===== config.mk =====
export PLATFORM = sky130hd
export DESIGN_NAME = qtubc_level_tree
export DESIGN_NICKNAME = d
export VERILOG_FILES = /design/src/hdl/qtubc_pkg.sv /design/src/hdl/qtubc_level_tree.sv
export SDC_FILE = /design/constraint.sdc
export NUM_CORES = 1
export LEC_CHECK = 0
export ABC_AREA = 1
export ABC_CLOCK_PERIOD_IN_PS = 6900
export BUFFER_PORTS_ARGS = -buffer_cell sky130_fd_sc_hd__buf_2
export CAP_MARGIN = 20
export CORE_UTILIZATION = 45
export DETAILED_ROUTE_END_ITERATION = 10
export RECOVER_POWER = 50
export SLEW_MARGIN = 20
export SYNTH_ARGS = -nofsm -noshare
export SYNTH_HDL_FRONTEND = slang
export SYNTH_SLANG_ARGS = --single-unit

===== constraint.sdc =====
create_clock -name clock -period 6.9 [get_ports clock]
set_clock_uncertainty 0.15 [all_clocks]
set_input_delay 1.035 -clock clock [delete_from_list [all_inputs] [get_ports clock]]
set_output_delay 1.035 -clock clock [all_outputs]
set_load 0.01 [all_outputs]

===== src/hdl/qtubc_pkg.sv =====
// Shared types and constants for the quadtree uniform block counter.
// No dependencies; imported by every module of the block.
package qtubc_pkg;

   localparam int SIDE_LOG2_MAX = 7;                  // largest supported side is 128
   localparam int SIDE_W        = 3;                  // width of the side_log2 register
   localparam int ADDR_W        = 2 * SIDE_LOG2_MAX;  // raster and Morton index width
   localparam int CNT_W         = 15;                 // leaf counter width
   localparam int LEVELS        = SIDE_LOG2_MAX;      // tree levels above single pixels

   localparam logic [SIDE_W-1:0] SIDE_LOG2_RESET = 3'd7;

   // One step of the Morton-order scan, aligned with the pixel RAM read data.
   typedef struct packed {
      logic              valid;
      logic [ADDR_W-1:0] index;
   } walk_beat_type;

endpackage


===== src/hdl/qtubc_level_tree.sv =====
// Bottom-up quadtree evaluation over a Morton-order pixel stream.
// Keeps one partial node per level and the pixel / uniform-node tallies.
// Depends on qtubc_pkg.
module qtubc_level_tree
   import qtubc_pkg::*;
(
   input  logic             clock,
   input  logic             reset,
   input  walk_beat_type    beat,
   input  logic             pixel,
   output logic [CNT_W-1:0] zero_leaves,
   output logic [CNT_W-1:0] one_leaves
);

   logic [LEVELS:1] acc_uni_ff, acc_uni_in;
   logic [LEVELS:1] acc_val_ff, acc_val_in;
   logic [CNT_W-1:0] pix0_ff, pix0_in, pix1_ff, pix1_in;
   logic [CNT_W-1:0] uni0_ff, uni0_in, uni1_ff, uni1_in;

   logic [LEVELS:0] ch_uni, ch_val, done;
   logic [1:0]      quad;
   logic [2:0]      uni0_inc, uni1_inc;

   // Walk up the levels: a node closes when its fourth child closes.
   always_comb begin
      ch_uni     = '0;
      ch_val     = '0;
      done       = '0;
      quad       = 2'd0;
      uni0_inc   = 3'd0;
      uni1_inc   = 3'd0;
      acc_uni_in = acc_uni_ff;
      acc_val_in = acc_val_ff;
      ch_uni[0]  = 1'b1;
      ch_val[0]  = pixel;
      done[0]    = beat.valid;
      for (int l = 1; l <= LEVELS; l++) begin
         quad = beat.index[2*l-1 -: 2];
         if (quad == 2'd0) begin
            ch_uni[l] = ch_uni[l-1];
            ch_val[l] = ch_val[l-1];
         end else begin
            ch_uni[l] = acc_uni_ff[l] & ch_uni[l-1] & (acc_val_ff[l] == ch_val[l-1]);
            ch_val[l] = acc_val_ff[l];
         end
         if (done[l-1]) begin
            acc_uni_in[l] = ch_uni[l];
            acc_val_in[l] = ch_val[l];
         end
         done[l] = done[l-1] & (quad == 2'd3);
         if (done[l] && ch_uni[l]) begin
            if (ch_val[l]) begin
               uni1_inc = uni1_inc + 3'd1;
            end else begin
               uni0_inc = uni0_inc + 3'd1;
            end
         end
      end
   end

   always_comb begin
      pix0_in = pix0_ff;
      pix1_in = pix1_ff;
      uni0_in = uni0_ff;
      uni1_in = uni1_ff;
      if (beat.valid) begin
         if (beat.index == '0) begin
            pix0_in = {{(CNT_W-1){1'b0}}, ~pixel};
            pix1_in = {{(CNT_W-1){1'b0}}, pixel};
            uni0_in = {{(CNT_W-3){1'b0}}, uni0_inc};
            uni1_in = {{(CNT_W-3){1'b0}}, uni1_inc};
         end else begin
            pix0_in = pix0_ff + {{(CNT_W-1){1'b0}}, ~pixel};
            pix1_in = pix1_ff + {{(CNT_W-1){1'b0}}, pixel};
            uni0_in = uni0_ff + {{(CNT_W-3){1'b0}}, uni0_inc};
            uni1_in = uni1_ff + {{(CNT_W-3){1'b0}}, uni1_inc};
         end
      end
   end

   always_ff @(posedge clock) begin
      if (reset) begin
         acc_uni_ff <= '0;
         acc_val_ff <= '0;
         pix0_ff    <= '0;
         pix1_ff    <= '0;
         uni0_ff    <= '0;
         uni1_ff    <= '0;
      end else begin
         acc_uni_ff <= acc_uni_in;
         acc_val_ff <= acc_val_in;
         pix0_ff    <= pix0_in;
         pix1_ff    <= pix1_in;
         uni0_ff    <= uni0_in;
         uni1_ff    <= uni1_in;
      end
   end

   // Every uniform node above pixel level merges four uniform children into one,
   // so leaves = pixels of that value - 3 * uniform nodes of that value.
   assign zero_leaves = pix0_ff - (uni0_ff + {uni0_ff[CNT_W-2:0], 1'b0});
   assign one_leaves  = pix1_ff - (uni1_ff + {uni1_ff[CNT_W-2:0], 1'b0});

endmodule


Yosys cells after proc, flatten, opt, wreduce, memory -nomap -nowiden:

Index checks and enable logic that the tools add are counted.

* $add $sub $neg: 20
* eq/ne operators: 14
* mux-type cells: 46
* reduce and logical (&&, ||, !) cells: 15
* bitwise operators: 21

Operator list (count)
* 3-bit two-way mux: 24
* 15-bit two-way mux: 4
* 3-bit by 1-bit adder with 3-bit output, second input constant: 12
* 15-bit by 1-bit adder with 15-bit output: 2
* 15-bit adder: 2
* 15-bit by 3-bit adder with 15-bit output: 2
* 15-bit subtractor: 2
* 1-bit AND: 20
* 1-bit two-way mux: 18
* 2-bit equality test, second input constant: 7
* 14-bit zero test: 1
* 2-bit zero test: 7
* 1-bit equality test: 7
* 1-bit logical AND: 7
* 1-bit inverter: 1

* bits of input ports: 18
* flip-flop bits (word level): 74
* output and inout port bits: 30
* logic and storage cells: 134

Depth between registers and ports, before layout:

* depth in word-level cells: 25
* depth in mapped cells: 40
* gate-level depth less buffers: 40

Least setup slack after synthesis:

OpenSTA, ideal clock, no wires.

* kind: input port to flip-flop
* from: input pixel
* to: register uni0_ff[14]
* path slack: 1.245 ns
* arrival time: 5.441 ns
* setup time: 0.064 ns
* data required time: 6.686 ns
* buffers on the path: 0
* stages on the path: 37
* path through: inv_2 > a21oi_1 > o21ai_1 > nand2_2 > nand2_1 > nor2_1 > ha_1 > nand4_1 > nand2_1 > ha_1 > nand3_1 > nand2_2 > ha_1 > nor2_1 > o21ai_0 > nand3b_1 > nand2_1 > ha_1 > or2_1 > nand2_1 > inv_1 > ha_1 > inv_1 > nor2_1 > inv_1 > nand2_1 > nand2_1 > inv_1 > ha_1 > a21oi_1 > nor3_1 > nand3_1 > nor2_1 > nand2_1 > o21ai_0 > nand2_1 > nor2_1

* longest elaborated chain between the ends: 25
* elaborated cells on any way between the ends: 63
* classes of those cells: add/sub: 7; eq/ne: 7; mux: 29; bitwise: 13; reduce/logical: 7

Ends and longest elaborated chain
* start, declared: line qtubc_level_tree.sv:10 `input logic pixel,`
* 1-bit equality test: line qtubc_level_tree.sv:43 `ch_uni[l] = acc_uni_ff[l] & ch_uni[l-1] & (acc_val_ff[l] == ch_val[l-1]);`
* 1-bit AND: line qtubc_level_tree.sv:43
* 1-bit two-way mux: line qtubc_level_tree.sv:39 `if (quad == 2'd0) begin`
* 1-bit logical AND / 1-bit AND (equally long branches): line qtubc_level_tree.sv:51, qtubc_level_tree.sv:43
* 1-bit two-way mux / 1-bit AND (equally long branches): line qtubc_level_tree.sv:51, qtubc_level_tree.sv:43
* 3-bit by 1-bit adder with 3-bit output / 1-bit two-way mux (equally long branches): line qtubc_level_tree.sv:55, qtubc_level_tree.sv:39
* 3-bit two-way mux (tied with other cells): line qtubc_level_tree.sv:52 `if (ch_val[l]) begin`
* 3-bit two-way mux / 1-bit AND (equally long branches): line qtubc_level_tree.sv:51, qtubc_level_tree.sv:43
* [9 not listed]
* 3-bit by 1-bit adder with 3-bit output / 1-bit two-way mux (equally long branches): line qtubc_level_tree.sv:55, qtubc_level_tree.sv:39
* 3-bit two-way mux (tied with other cells): line qtubc_level_tree.sv:52
* 3-bit two-way mux / 1-bit AND (equally long branches): line qtubc_level_tree.sv:51, qtubc_level_tree.sv:43
* 3-bit by 1-bit adder with 3-bit output / 1-bit two-way mux (equally long branches): line qtubc_level_tree.sv:55, qtubc_level_tree.sv:39
* 3-bit two-way mux / 1-bit logical AND (equally long branches): line qtubc_level_tree.sv:52, qtubc_level_tree.sv:51
* 3-bit two-way mux (*): line qtubc_level_tree.sv:51 `if (done[l] && ch_uni[l]) begin`
* 15-bit by 3-bit adder with 15-bit output (*): line qtubc_level_tree.sv:75 `uni0_in = uni0_ff + {{(CNT_W-3){1'b0}}, uni0_inc};`
* 15-bit two-way mux (*): line qtubc_level_tree.sv:67 `if (beat.index == '0) begin`
* end signal, assigned: line qtubc_level_tree.sv:94 `uni0_ff <= uni0_in;`
* end, declared: line qtubc_level_tree.sv:18 `logic [CNT_W-1:0] uni0_ff, uni0_in, uni1_ff, uni1_in;`

Every way passes the cells marked *; elsewhere a longest branch is shown, timed or not.
A chain may end at the register's enable or synchronous reset.

Final worst setup path:

* from: input beat[14] (netlist name)
* to: register uni0_ff[14]

* longest elaborated chain between the ends: 23
* elaborated cells on any way between the ends: 35
* classes of those cells: add/sub: 7; mux: 14; bitwise: 7; reduce/logical: 7

Ends and longest elaborated chain
* start, declared: line qtubc_level_tree.sv:9 `input walk_beat_type beat,`
* 1-bit AND: line qtubc_level_tree.sv:50 `done[l] = done[l-1] & (quad == 2'd3);`
* 1-bit logical AND: line qtubc_level_tree.sv:51
* 1-bit two-way mux: line qtubc_level_tree.sv:51
* 3-bit by 1-bit adder with 3-bit output: line qtubc_level_tree.sv:55 `uni0_inc = uni0_inc + 3'd1;`
* 3-bit two-way mux: line qtubc_level_tree.sv:52
* 3-bit two-way mux: line qtubc_level_tree.sv:51
* 3-bit by 1-bit adder with 3-bit output: line qtubc_level_tree.sv:55
* 3-bit two-way mux: line qtubc_level_tree.sv:52
* [7 not listed]
* 3-bit by 1-bit adder with 3-bit output: line qtubc_level_tree.sv:55
* 3-bit two-way mux: line qtubc_level_tree.sv:52
* 3-bit two-way mux: line qtubc_level_tree.sv:51
* 3-bit by 1-bit adder with 3-bit output: line qtubc_level_tree.sv:55
* 3-bit two-way mux: line qtubc_level_tree.sv:52
* 3-bit two-way mux: line qtubc_level_tree.sv:51
* 15-bit by 3-bit adder with 15-bit output: line qtubc_level_tree.sv:75
* 15-bit two-way mux: line qtubc_level_tree.sv:67

Parallel ways exist; a longest one is shown, timed or not.

==> flow_metrics.env <==
export IMPL_yosys_top_cells_area="dfxtp_1 22%, ha_1 13%, nand2_1 8.6%, inv_1 8.4%, fa_1 8.3%"
export IMPL_area_sequential_sq_um=1481
export IMPL_multi_input_area_sq_um=4556
export IMPL_fin_tns_setup_ps=0
export IMPL_synth_seq_cells=74
export IMPL_critical_path_class="input port to flip-flop"
export IMPL_min_period_ps=6009
export IMPL_hp_start="uni1_ff[14]"
export IMPL_synth_edf_count=0
export IMPL_whs_ps=334.5
export IMPL_cp_max_fo=6
export IMPL_netlist_instances=917
export IMPL_post_cts_buffers=0
export IMPL_status="finished clean"
export IMPL_die_x_microns=124.3
export IMPL_max_freq_mhz=166.4
export IMPL_gp_congestion=0.7928
export IMPL_ir_drop_uv=100.4
export IMPL_cts_tree="built"
export IMPL_core_area_sq_um=14530
export IMPL_cts_clk_slew_worst_paths_ps=60
export IMPL_grt_pass1_vias=5325
export IMPL_die_area_sq_um=15440
export IMPL_synth_cell_types=45
export IMPL_ios=48
export IMPL_wl_per_cell_microns=12.10
export IMPL_drt_wl_total_mm=13.97
export IMPL_rsz0062_at_grt="false"
export IMPL_power_mw=1.101
export IMPL_drive_gt1_share_pct=10.93
export IMPL_fill_cells=1498
export IMPL_grt_pass1_wl_mm=24.39
export IMPL_cts_sinks=74
export IMPL_cp_end_kind="flip-flop"
export IMPL_vias_per_cell=4.971
export IMPL_setup_worst_path_start_class="input port"
export IMPL_timing_final_ws_setup_ps=891.4
export IMPL_drt_first_pass_iters=7
export IMPL_grt_usage_pct=19.13
export IMPL_dp_cells=1139
export IMPL_required_ps=7030
export IMPL_syn_avg_cell_area_sq_um=7.337
export IMPL_critPathArrivalTime_ps=6140
export IMPL_critPathSlowestCell="ha_1"
export IMPL_post_synth_top_count_cell="nand2_1"
export IMPL_hold_violations=0
export IMPL_worstMarginPinSlew_ps=1212
export IMPL_antenna_found_initial=0
export IMPL_die_height_microns=124.3
export IMPL_hold_path_class="flip-flop to flip-flop"
export IMPL_portBuffers=47
export IMPL_r2r_end="uni0_ff[14]"
export IMPL_syn_to_final_growth_pct=9.857
export IMPL_drc=0
export IMPL_hold_end="uni1_ff[14]"
export IMPL_synth_warning_count=0
export IMPL_seq_area_frac_synth_pct=22.02
export IMPL_root_buffer="clkbuf_16"
export IMPL_cts_resized=0
export IMPL_synth_top_cell_by_area="dfxtp_1"
export IMPL_synthArstFlopShare_pct=0
export IMPL_pre_cts_ws_ps=562.6
export IMPL_cts_hold_buf=0
export IMPL_initial_utilization_pct=46.29
export IMPL_p_leak_nw=3.502
export IMPL_grt_max_degree=30
export IMPL_htree_levels=3
export IMPL_syn_area_sq_um=6728
export IMPL_numCtsBuffers=9
export IMPL_timing_final_crit_share_pct=87.08
export IMPL_slew_violations=0
export IMPL_cts_path_max_buffers=2
export IMPL_std_cell_rows=44
export IMPL_drt_iter0_markers=273
export IMPL_slew_headroom_pct=19.18
export IMPL_ys_top_cells_by_count="154 x nand2_1, 151 x inv_1, 83 x a21oi_1"
export IMPL_globalRouteOverflowTotal=0
export IMPL_synth_top_flop_cell="dfxtp_1"
export IMPL_r2r_slack_ps=1430
export IMPL_hpwlAfterDp_mm=11.07
export IMPL_slowest_delay_ps=320
export IMPL_setup_violations=0
export IMPL_antenna_left=0
export IMPL_reg2reg_depth=36
export IMPL_finalNetCount=1082
export IMPL_num_antenna_cells=0
export IMPL_crit_top_cell="nand2_1"
export IMPL_clock_latency_ps=340
export IMPL_holdPathStages=1
export IMPL_fin_cells=1154
export IMPL_maxCapViolations=0
export IMPL_syn_nets=1033
export IMPL_netlist_area_leader_share_pct=22.02
export IMPL_r2r_start="acc_val_ff[1]"
export IMPL_power_density_nw_per_um2=148.9
export IMPL_vias=5736
[kinds of logic after synthesis]
group	Yosys count	synth area share [%]
simple gates	362	26.99
buf+inv	171	9.596
compound gates	167	13.80
xor+xnor	45	6.249
fa+ha+maj	98	21.35
flops	74	22.02
[how the worst max path moves through the flow]
stage	from	endpoint	slack (ps)
final	beat[14]	uni0_ff[14]	890
after global routing	beat[14]	uni0_ff[14]	290
after CTS	pixel	uni1_ff[14]	930
after detailed placement	pixel	uni1_ff[14]	560
after global placement	pixel	uni1_ff[14]	710
after floorplan	pixel	uni0_ff[14]	1250
[per-stage QoR]
stage | instance area [sq um] | util [%]
after floorplan | 6728 | -
after global placement | 7163 | 49.29
after detailed placement | 7163 | 49.29
after CTS | 7456 | 51.30
after global routing | 7391 | 50.85
final | 7391 | 50.85
[state kept, by name (all words and copies together) (netlist names)]
register,cells
acc_val_ff,7
pix0_ff,15
acc_uni_ff,7
uni1_ff,15
uni0_ff,15
pix1_ff,15
[where the power goes]
| part | leakage, nW | internal [mW] | switching [mW] | total (mW) |
|---|---|---|---|---|
| combinational | 2.77 | 0.0715 | 0.118 | 0.189 |
| clock | 0.138 | 0.279 | 0.196 | 0.475 |
| sequential | 0.598 | 0.432 | 0.00430 | 0.436 |
| total | 3.50 | 0.783 | 0.318 | 1.10 |
[layout by cell type (no fill, tap or decap), drive strengths merged, types with 28 or more instances in the layout]
cell | netlist | final
xor2 | 32 | 32
nand2 | 178 | 178
buf | 1 | 37
nand3 | 75 | 75
dfxtp | 74 | 74
fa | 28 | 28
ha | 70 | 70
nor2 | 62 | 62
a21oi | 86 | 86
o21ai | 53 | 53
inv | 159 | 160
[per-layer routing]
metal / GRT usage, % / wire (microns) / vias up
li1: - / - / 3094
met1: 27.72 / 7488 / 2548
met2: 29.05 / 5857 / 83
met3: 2.964 / 441 / 11
met4: 5.811 / 181 / 0
met5: 0 / 0 / -
[layout make-up]
class                           instances  area share (%)
Clock buffer                            9           3.047
Clock inverter                          6          0.9142
Inverter                              160           8.126
Multi-Input combinational cell        672           61.64
Sequential cell                        74           20.04
Tap cell                              184           3.115
Timing Repair Buffer                   49           3.115
[worst max-delay path: cells and delay by family]
kind / cells / cell delay [ps]
buffers and inverters: 6 / 600
AOI/OAI and AO/OA: 3 / 330
and+or+nand+nor: 21 / 2560
adders and majority gates: 6 / 1620
(Power assumes the default switching activity.)
